File: src/rtl/core/bpi_pkg.sv
// shared types, constants and micro-program for the biomorph pixel iterator
package bpi_pkg;

    localparam int DEF_MAX_ITER = 50;

    // working value format: signed q24.40 in 64 bits
    localparam int VAL_W      = 64;
    localparam int FRAC_SHIFT = 16;

    localparam logic signed [VAL_W-1:0] SAT_MAX = 64'sh7FFF_FFFF_FFFF_FFFF;
    localparam logic signed [VAL_W-1:0] SAT_MIN = 64'sh8000_0000_0000_0001;
    localparam logic signed [VAL_W-1:0] LIM_RUN = 64'sd80 <<< 40;
    localparam logic signed [VAL_W-1:0] LIM_RE  = 64'sd50 <<< 40;
    localparam logic signed [VAL_W-1:0] LIM_IM  = 64'sd2500 <<< 40;

    // configuration register indexes
    localparam logic [2:0] REG_CONST_RE = 3'd0;
    localparam logic [2:0] REG_CONST_IM = 3'd1;
    localparam logic [2:0] REG_OFFSET_X = 3'd2;
    localparam logic [2:0] REG_OFFSET_Y = 3'd3;
    localparam logic [2:0] REG_ZOOM     = 3'd4;
    localparam logic [2:0] REG_STEP     = 3'd5;

    // micro-op kinds
    localparam logic [1:0] OP_MUL = 2'd0;
    localparam logic [1:0] OP_ADD = 2'd1;
    localparam logic [1:0] OP_SUB = 2'd2;

    // operand / destination codes
    localparam logic [3:0] SRC_RE   = 4'd0;
    localparam logic [3:0] SRC_IM   = 4'd1;
    localparam logic [3:0] SRC_RE2  = 4'd2;
    localparam logic [3:0] SRC_IM2  = 4'd3;
    localparam logic [3:0] SRC_P    = 4'd4;
    localparam logic [3:0] SRC_Q    = 4'd5;
    localparam logic [3:0] SRC_T    = 4'd6;
    localparam logic [3:0] SRC_CRE  = 4'd7;
    localparam logic [3:0] SRC_CIM  = 4'd8;
    localparam logic [3:0] SRC_ZOOM = 4'd9;

    localparam int         PC_W    = 4;
    localparam logic [3:0] LAST_PC = 4'd15;

    typedef struct packed {
        logic [1:0] kind;
        logic [3:0] dst;
        logic [3:0] srca;
        logic [3:0] srcb;
        logic       absa;
    } uop_t;

    typedef struct packed {
        logic signed [31:0] const_re;
        logic signed [31:0] const_im;
        logic signed [31:0] offset_x;
        logic signed [31:0] offset_y;
        logic [30:0]        zoom_factor;
        logic [30:0]        pixel_step;
    } cfg_t;

    typedef struct packed {
        logic load;
        logic start;
        uop_t op;
    } cmd_t;

    typedef struct packed {
        logic run;
        logic hit;
        logic done;
    } stat_t;

    // one cubic step: re = |Re(z^3 + c)| * zoom, im = |Im(z^3 + c)| * zoom
    function automatic uop_t prog_rom(input logic [PC_W-1:0] pc);
        uop_t u;
        unique case (pc)
            4'd0:  u = '{OP_MUL, SRC_RE2, SRC_RE,  SRC_RE,   1'b0};
            4'd1:  u = '{OP_MUL, SRC_IM2, SRC_IM,  SRC_IM,   1'b0};
            4'd2:  u = '{OP_MUL, SRC_P,   SRC_RE2, SRC_RE,   1'b0};
            4'd3:  u = '{OP_MUL, SRC_Q,   SRC_RE,  SRC_IM2,  1'b0};
            4'd4:  u = '{OP_ADD, SRC_T,   SRC_Q,   SRC_Q,    1'b0};
            4'd5:  u = '{OP_ADD, SRC_T,   SRC_T,   SRC_Q,    1'b0};
            4'd6:  u = '{OP_SUB, SRC_P,   SRC_P,   SRC_T,    1'b0};
            4'd7:  u = '{OP_ADD, SRC_P,   SRC_P,   SRC_CRE,  1'b0};
            4'd8:  u = '{OP_MUL, SRC_Q,   SRC_RE2, SRC_IM,   1'b0};
            4'd9:  u = '{OP_ADD, SRC_T,   SRC_Q,   SRC_Q,    1'b0};
            4'd10: u = '{OP_ADD, SRC_T,   SRC_T,   SRC_Q,    1'b0};
            4'd11: u = '{OP_MUL, SRC_Q,   SRC_IM2, SRC_IM,   1'b0};
            4'd12: u = '{OP_SUB, SRC_T,   SRC_T,   SRC_Q,    1'b0};
            4'd13: u = '{OP_ADD, SRC_T,   SRC_T,   SRC_CIM,  1'b0};
            4'd14: u = '{OP_MUL, SRC_RE,  SRC_P,   SRC_ZOOM, 1'b1};
            4'd15: u = '{OP_MUL, SRC_IM,  SRC_T,   SRC_ZOOM, 1'b1};
        endcase
        return u;
    endfunction

endpackage

File: src/rtl/core/bpi_ctrl.sv
// controller: iteration sequencer, step counter and result register
module bpi_ctrl
#(
    parameter int MAX_ITER = bpi_pkg::DEF_MAX_ITER
)
(
    input  logic           clk,
    input  logic           rst_n,
    input  logic           in_valid,
    output logic           in_stall,
    output logic           out_valid,
    input  logic           out_stall,
    output logic           hit,
    output logic [5:0]     iter_count,
    output bpi_pkg::cmd_t  cmd,
    input  bpi_pkg::stat_t stat
);
    import bpi_pkg::*;

    localparam int CNT_W = $clog2(MAX_ITER + 1);

    localparam logic [2:0] S_IDLE  = 3'd0;
    localparam logic [2:0] S_TEST  = 3'd1;
    localparam logic [2:0] S_ISSUE = 3'd2;
    localparam logic [2:0] S_WAIT  = 3'd3;
    localparam logic [2:0] S_DONE  = 3'd4;

    logic [2:0]       state_reg, state_next;
    logic [PC_W-1:0]  pc_reg, pc_next;
    logic [CNT_W-1:0] cnt_reg, cnt_next;
    logic             out_valid_reg, out_valid_next;
    logic             hit_reg, hit_next;
    logic [5:0]       iter_reg, iter_next;

    always_comb
    begin
        state_next     = state_reg;
        pc_next        = pc_reg;
        cnt_next       = cnt_reg;
        out_valid_next = out_valid_reg && out_stall;
        hit_next       = hit_reg;
        iter_next      = iter_reg;
        cmd.load       = 1'b0;
        cmd.start      = 1'b0;
        cmd.op         = prog_rom(pc_reg);

        unique case (state_reg)
            S_IDLE:
            begin
                if (in_valid)
                begin
                    cmd.load   = 1'b1;
                    cnt_next   = '0;
                    state_next = S_TEST;
                end
            end
            S_TEST:
            begin
                pc_next = '0;
                if (stat.run && cnt_reg < CNT_W'(MAX_ITER))
                    state_next = S_ISSUE;
                else
                    state_next = S_DONE;
            end
            S_ISSUE:
            begin
                cmd.start  = 1'b1;
                state_next = S_WAIT;
            end
            S_WAIT:
            begin
                if (stat.done)
                begin
                    if (pc_reg == LAST_PC)
                    begin
                        cnt_next   = cnt_reg + 1'b1;
                        state_next = S_TEST;
                    end
                    else
                    begin
                        pc_next    = pc_reg + 1'b1;
                        state_next = S_ISSUE;
                    end
                end
            end
            S_DONE:
            begin
                if (!out_valid_reg || !out_stall)
                begin
                    out_valid_next = 1'b1;
                    hit_next       = stat.hit;
                    iter_next      = 6'(cnt_reg);
                    state_next     = S_IDLE;
                end
            end
            default:
            begin
                state_next = S_IDLE;
            end
        endcase
    end

    always_ff @(posedge clk or negedge rst_n)
    begin
        if (!rst_n)
        begin
            state_reg     <= S_IDLE;
            pc_reg        <= '0;
            cnt_reg       <= '0;
            out_valid_reg <= 1'b0;
            hit_reg       <= 1'b0;
            iter_reg      <= '0;
        end
        else
        begin
            state_reg     <= state_next;
            pc_reg        <= pc_next;
            cnt_reg       <= cnt_next;
            out_valid_reg <= out_valid_next;
            hit_reg       <= hit_next;
            iter_reg      <= iter_next;
        end
    end

    assign in_stall   = (state_reg != S_IDLE);
    assign out_valid  = out_valid_reg;
    assign hit        = hit_reg;
    assign iter_count = iter_reg;

endmodule

File: config.mk
export PLATFORM = sky130hd
export DESIGN_NAME = bpi_ctrl
export DESIGN_NICKNAME = d
export VERILOG_FILES = /design/src/rtl/core/bpi_pkg.sv /design/src/rtl/core/bpi_ctrl.sv
export SDC_FILE = /design/constraint.sdc
export NUM_CORES = 1
export LEC_CHECK = 0
export BUFFER_PORTS_ARGS = -buffer_cell sky130_fd_sc_hd__buf_4
export CAP_MARGIN = 30
export CORE_ASPECT_RATIO = 1.75
export CORE_UTILIZATION = 50
export DETAILED_ROUTE_END_ITERATION = 10
export PLACE_DENSITY_LB_ADDON = 0.1
export SYNTH_ARGS = -nofsm -noshare
export SYNTH_HDL_FRONTEND = slang
export SYNTH_SLANG_ARGS = --single-unit
File: constraint.sdc
create_clock -name clk -period 2.3 [get_ports clk]
set_input_delay 0.345 -clock clk [delete_from_list [all_inputs] [get_ports clk]]
set_output_delay 0.345 -clock clk [all_outputs]
set_load 0.05 [all_outputs]
======== Word-level counts from Yosys, hierarchy flattened ========
Memories as Yosys holds them, arrays and structs flattened.
Index checks and enable logic that the tools add are counted.
word-level totals
  logic and storage cells ................. 51
  flip-flop bits (word level) ............. 21
  output and inout bits ................... 26
  memory bits (read-only) ................. 208
  memories kept ........................... 1
  input port bits ......................... 7
operators by class
  $add $sub $neg .......................... 2
  order comparisons ....................... 1
  equality and inequality tests ........... 10
  reductions and logical operators ........ 13
  muxes and demuxes ....................... 18
memories
  memory           words  width  read ports  clocked after memory_dff  wr ports  RTL line       source
  (no name shown)  16     13     1           0                         0         bpi_pkg.sv:76  unique case (pc)
operators by type and width
  kind                 count
  $mux 6               3
  $pmux 3 s5           1
  $mux 3               4
  $pmux 6 s2           1
  $ne 2x2->1 const B   5
  $mux 4               2
  $pmux 4 s2           1
  $add 6x1->6 const B  1
  $eq 3x2->1 const B   2
  $lt 6x6->1 const B   1
  $reduce_and 3->1     2
  $mux 1               5
  $add 4x1->4 const B  1
  $eq 4x4->1 const B   1
  $reduce_and 4->1     1
  $reduce_bool 2->1    2
  $eq 3x1->1 const B   1
  $eq 3x3->1 const B   1
  $logic_not 3->1      1
  $reduce_bool 3->1    1
  $logic_and 1x1->1    2
  $logic_not 1->1      2
  $mux 2               1
  $reduce_and 2->1     1
  $logic_or 1x1->1     1

======== Longest topological paths before layout ========
Gate-level depths: netlist of the first run.
  depth after elaboration ................. 4
  gate-level depth with buffers ........... 5
  mapped depth without buffers ............ 5

======== Worst setup path after synthesis of the first run ========
No wires, ideal clock.
  path kind ............................... reg-to-output
  from .................................... register pc_reg[3]
  to ...................................... output port cmd[11] in the netlist's numbering
  stages on the path, launching flop included .. 6
  arrival ................................. 2.033 ns
  path slack .............................. -0.078 ns
  required time ........................... 1.955 ns
  path buffers ............................ 2
  path through ............................ dfrtp_1 > buf_2 > clkbuf_1 > nand2_1 > nor2_1 > nor2_1
RTL lines
  what                      RTL line         source
  start: declaration        bpi_ctrl.sv:29   logic [PC_W-1:0] pc_reg, pc_next;
  start signal: assignment  bpi_ctrl.sv:117  pc_reg <= pc_next;
  end: declaration          bpi_ctrl.sv:15   output bpi_pkg::cmd_t cmd,

==> impl_metrics.ini, run 1 <==
[outcome]
status = completed

[grt]
grt_max_degree = 23
grtUsageTotal_pct = 21.5
grt_pass1_wl_um = 5050
overflow = 0
grt_pass1_vias = 1097
antenna_found_initial = 0

[place]
finalWeightedCongestion = 0.781
hpwl_um = 2260
portBuffers = 30

[sta]
tightestPinTransition_ps = 711
period_needed_ps = 2200
hold_viol = 0
slew-limit-headroom_pct = 52.6
finalCritPeriodShare_pct = 95.5
rsz0062_at_grt = no
clock.fmax_ghz = 0.455
tns_ps = 0
final_max_slew_viol_count = 0
finClkSkew_ps = 2.85
setup-violations-final = 0

[critical_path]
start_kind = flop
path_cells = inv_1, ha_1, mux2_2, nand2_1, o21ai_1, buf_4
slowest_delay_ps = 470
crit_required_ps = 1960
worstSetupPathType = reg -> out
endpoint_kind = primary output
path_buf_inv = 2
cp_top_family = flip-flops
path_max_fanout = 9
worstPathArrival_ps = 1850
timing.critical_path.slowest_stage_cell = dfrtp_2

[die]
die_w_um = 41.8
dieArea_um2 = 2990
std_cell_rows = 24
core_um2 = 2550
start_util_pct = 54.2
num_io_pins = 33
die_y_um = 71.6

[clock_network]
cts_buffers = 3
clk_latency_ps = 260
cts.path.max_buffers = 2
cts_setup_buffers = 0
clk_pin_slew_ps = 70
htreeDepth = 1
cts_tree = built
root_buffer = clkbuf_8
cts_num_sinks = 21

[routing]
drt_iter0_markers = 15
wire_per_inst_um = 15.3
postRouteAntennaNets = 0
vias = 1196
routed_wl_um = 3010
viasPerCell = 6.07
firstDrtPassIters = 6
drc = 0

[cells_and_area]
antenna_cells = 0
layout.nets = 186
n_fill_cell = 210
layout-drive-gt1-share_pct = 29.8
fin_util_pct = 64.7
area_growth_syn_to_layout_pct = 19.3
regArea_um2 = 528
multi_input_area_um2 = 787

[logic_synthesis]
avgSynthCellArea_um2 = 9.54
synth_cells = 145
syn-cell-area_um2 = 1380
ys.flop_type = dfrtp_1
synth_top_area_share_pct = 38.0
yosysWarnings = 0
synth_edf_count = 0
synth_top_area_cell = dfrtp_1
ys_types = 40
yosys_register_bits = 21
yosys-top-cells-area = dfrtp_1 38%, mux2_2 6.5%, ha_1 6.3%, a21oi_1 3.6%, nand2_1 3.3%
ys_async_sr_fraction_pct = 100
synth.most_common_cell = dfrtp_1
ys_seq_area_share_pct = 38.0
netlist_top_cells_count = 21 x dfrtp_1, 12 x nand2_1, 10 x a21oi_1, 10 x nor2_1, 8 x mux2_2

[pwr]
vdd_drop_max_mv = 0.934
powerDensity_nw_per_um2 = 1350
p_leak_nw = 0.826

[flow_run]
drv_cap = 0

[hold_path]
hold_path.class = in -> reg
[cell families after synthesis]
kind of cell / Yosys count / synth area share [%]
simple gates: 57 / 24.8
compound gates: 31 / 14.6
flops: 21 / 38.0
buf+inv: 15 / 5.60
mux: 13 / 10.5
fa+ha+maj: 7 / 6.33
other cells: 1 / 0.271
[metal layers]
metal	vias to the layer above	GRT usage, %	part of all wire, %
li1	572	-	-
met1	585	23.6	38
met2	33	40.6	56
met3	6	2.52	3.2
met4	0	8.96	2.2
met5	-	0	0
[report_power, final]
part | switching, mW | leakage, nW | internal (mW)
sequential | 0.203 | 0.281 | 0.440
clock | 0.109 | 0.0228 | 0.123
combinational | 0.901 | 0.522 | 0.448
total | 1.21 | 0.826 | 1.01
[per-stage QoR]
stage | cells | worst slack (ps) | instance area [um2] | hold slack, ps | power, mW
5_1_grt | 197 | 10.4 | 1650 | 315 | 2.36
2_1_floorplan | 146 | 112 | 1390 | 49.4 | 1.62
3_5_place_dp | 192 | 297 | 1590 | 243 | 1.99
4_1_cts | 197 | 9.12 | 1650 | 315 | 2.23
3_3_place_gp | 192 | 392 | 1590 | 239 | 1.97
6_report | 197 | 104 | 1650 | 321 | 2.22
[placed cells by master, fill, tap and decap left out, drive strengths merged, types with 5 or more instances in the layout]
cell type / count
a21oi: 10
buf: 31
dfrtp: 21
ha: 7
mux2: 9
nand2: 12
nand2b: 5
nand4: 7
nor2: 10
nor2b: 5
o21ai: 5
[area by class of cell]
class / instances / share of cell area, %
Multi-Input combinational cell: 110 / 47.7
Timing Repair Buffer: 32 / 14.7
Inverter: 4 / 0.910
Sequential cell: 21 / 32.0
Tap cell: 26 / 1.97
Clock buffer: 4 / 2.73
[final timing paths]
path                                  to  cells past startpoint  slack (ps)           from
max in group asynchronous      pc_reg[1]                      2        1560          rst_n
setup / recovery                 cmd[13]                      6         100      pc_reg[1]
setup reg to reg              cnt_reg[1]                      3         490      pc_reg[2]
hold / removal                       hit                      2         320        stat[1]
min in group asynchronous      out_valid                      2         510          rst_n
hold reg to reg            iter_count[1]                      1         500  iter_count[1]
[repair_timing]
action	4_1_cts	5_1_grt
resized for setup	0	2
hold endpoints to repair	21	0
hold buffers	1	0
endpoints found under the setup margin	0	3
(Power assumes the default switching activity.)
==> inputs of run 2 (changes only) <==
Settings changed: GPL_TIMING_DRIVEN set to 0.
==> run 2 against run 1 <==
Net effect: sequential cell count unchanged; non-clock buffer count rose by 9; worst setup slack improved by 11 ps.
==> impl_metrics.ini, run 2 (synthesis gave the netlist of run 1 again) <==
[routing]
vias = 1236
viasPerCell = 6.00
drt_iter0_markers = 24
firstDrtPassIters = 4
wl_met1_um = 1150
wl_met2_um = 1960
routed_wl_um = 3230
wire_per_inst_um = 15.7
routed.top_layer = met4
postRouteAntennaNets = 0
route.met3.wl_um = 82
drc = 0

[critical_path]
crit_required_ps = 1960
start_kind = flop
path_max_fanout = 8
worstSetupPathType = reg -> out
endpoint_kind = primary output
worstPathArrival_ps = 1840
regToRegSetupSlack_ps = 530

[place]
portBuffers = 29
dpl_worst_slack_ps = 279
hpwl_um = 2520
finalWeightedCongestion = 0.750
place_inst = 201

[die]
dieArea_um2 = 2990
std_cell_rows = 24
die_y_um = 71.6
start_util_pct = 54.2
core_um2 = 2550
die_w_um = 41.8
num_io_pins = 33

[cells_and_area]
mostFrequentLayoutCells = 31 x buf_4, 19 x dfrtp_1, 12 x nand2_1
layout.nets = 195
layout-drive-gt1-share_pct = 32.2
instances_no_fill = 206
antenna_cells = 0
final_common_cell = buf_4
area_growth_syn_to_layout_pct = 22.7
n_fill_cell = 209

[clock_network]
root_buffer = clkbuf_8
cts_num_sinks = 21
clk_pin_slew_ps = 80
cts.path.max_buffers = 2
cts_buffers = 3
htreeDepth = 1
clk_latency_ps = 260
cts_tree = built

[flow_run]
drv_cap = 0

[outcome]
status = completed

[sta]
rsz0062_at_grt = no
period_needed_ps = 2190
setup-violations-final = 0
finClkSkew_ps = 3.26
tns_ps = 0
whs_ps = 316
final_max_slew_viol_count = 0
finalCritPeriodShare_pct = 95.0
finalWorstSetupSlack_ps = 114
clock.fmax_ghz = 0.458
tightestPinTransition_ps = 730
hold_viol = 0
slew-limit-headroom_pct = 51.2

[grt]
grtUsageTotal_pct = 22.6
grt_max_degree = 22
grt_pass1_vias = 1217
overflow = 0
antenna_found_initial = 0
grt_pass1_wl_um = 5400

[pwr]
p_leak_nw = 0.860
vdd_drop_max_mv = 1.19
powerDensity_nw_per_um2 = 1350

[hold_path]
hold_path.class = in -> reg
==> run 2: cell count changes in the layout (fill, tap and decap cells not counted), sizes merged <==
cell    delta
buf        +6
clkbuf     +3
==> run 2: worst paths after layout <==
check / from / cells past startpoint / end
worst min register to register: iter_count[3] / 1 / iter_count[3]
worst min-delay path: stat[1] / 2 / hit
max in group asynchronous: rst_n / 2 / pc_reg[1]
worst max register to register: pc_reg[1] / 4 / cnt_reg[1]
worst max-delay path: pc_reg[0] / 6 / cmd[13]
min in group asynchronous: rst_n / 2 / hit
==> run 2: area by class of cell <==
class | count | area, um2 | area share (%)
well taps | 26 | 32.5 | 1.92
flip-flops and latches | 21 | 528 | 31.1
plain buffers | 11 | 62.6 | 3.68
repair buffers | 30 | 228 | 13.4
inverters | 4 | 15.0 | 0.884
clock buffers | 4 | 45.0 | 2.65
multi-input cells | 110 | 787 | 46.4
==> run 2: repair_timing <==
item,CTS,global route
setup endpoints to repair,1,2
hold buffers,1,0
setup buffers,0,0
endpoints found under the hold margin,21,0
resized for setup,1,2
cloned,0,0
==> run 2: critical path: stages, from the launching register on <==
cell	delay [ps]
dfrtp_2	460
inv_1	130
ha_1	380
mux2_2	280
nand2_1	70
o21ai_1	60
buf_4	200
==> run 2: per-stage QoR <==
stage / utilization, % / area [um2] / total power, mW
final: 66.5 / 1700 / 2.29
after global routing: 66.5 / 1700 / 2.42
after CTS: 66.5 / 1700 / 2.30
after detailed placement: 64.3 / 1640 / 2.05
after global placement: 64.3 / 1640 / 2.01
after floorplan: - / 1390 / 1.62
==> run 2: layer usage <==
| layer | GRT usage [%] | vias to the layer above |
|---|---|---|
| met5 | 0 | - |
| met4 | 5.38 | 0 |
| met3 | 1.76 | 4 |
| met2 | 47.6 | 29 |
| met1 | 22.6 | 607 |
| li1 | - | 596 |
==> run 2: where the power goes <==
group / switching, mW / total (mW) / internal, mW
clock network: 0.116 / 0.240 / 0.123
registers: 0.109 / 0.550 / 0.442
logic: 1.02 / 1.50 / 0.478
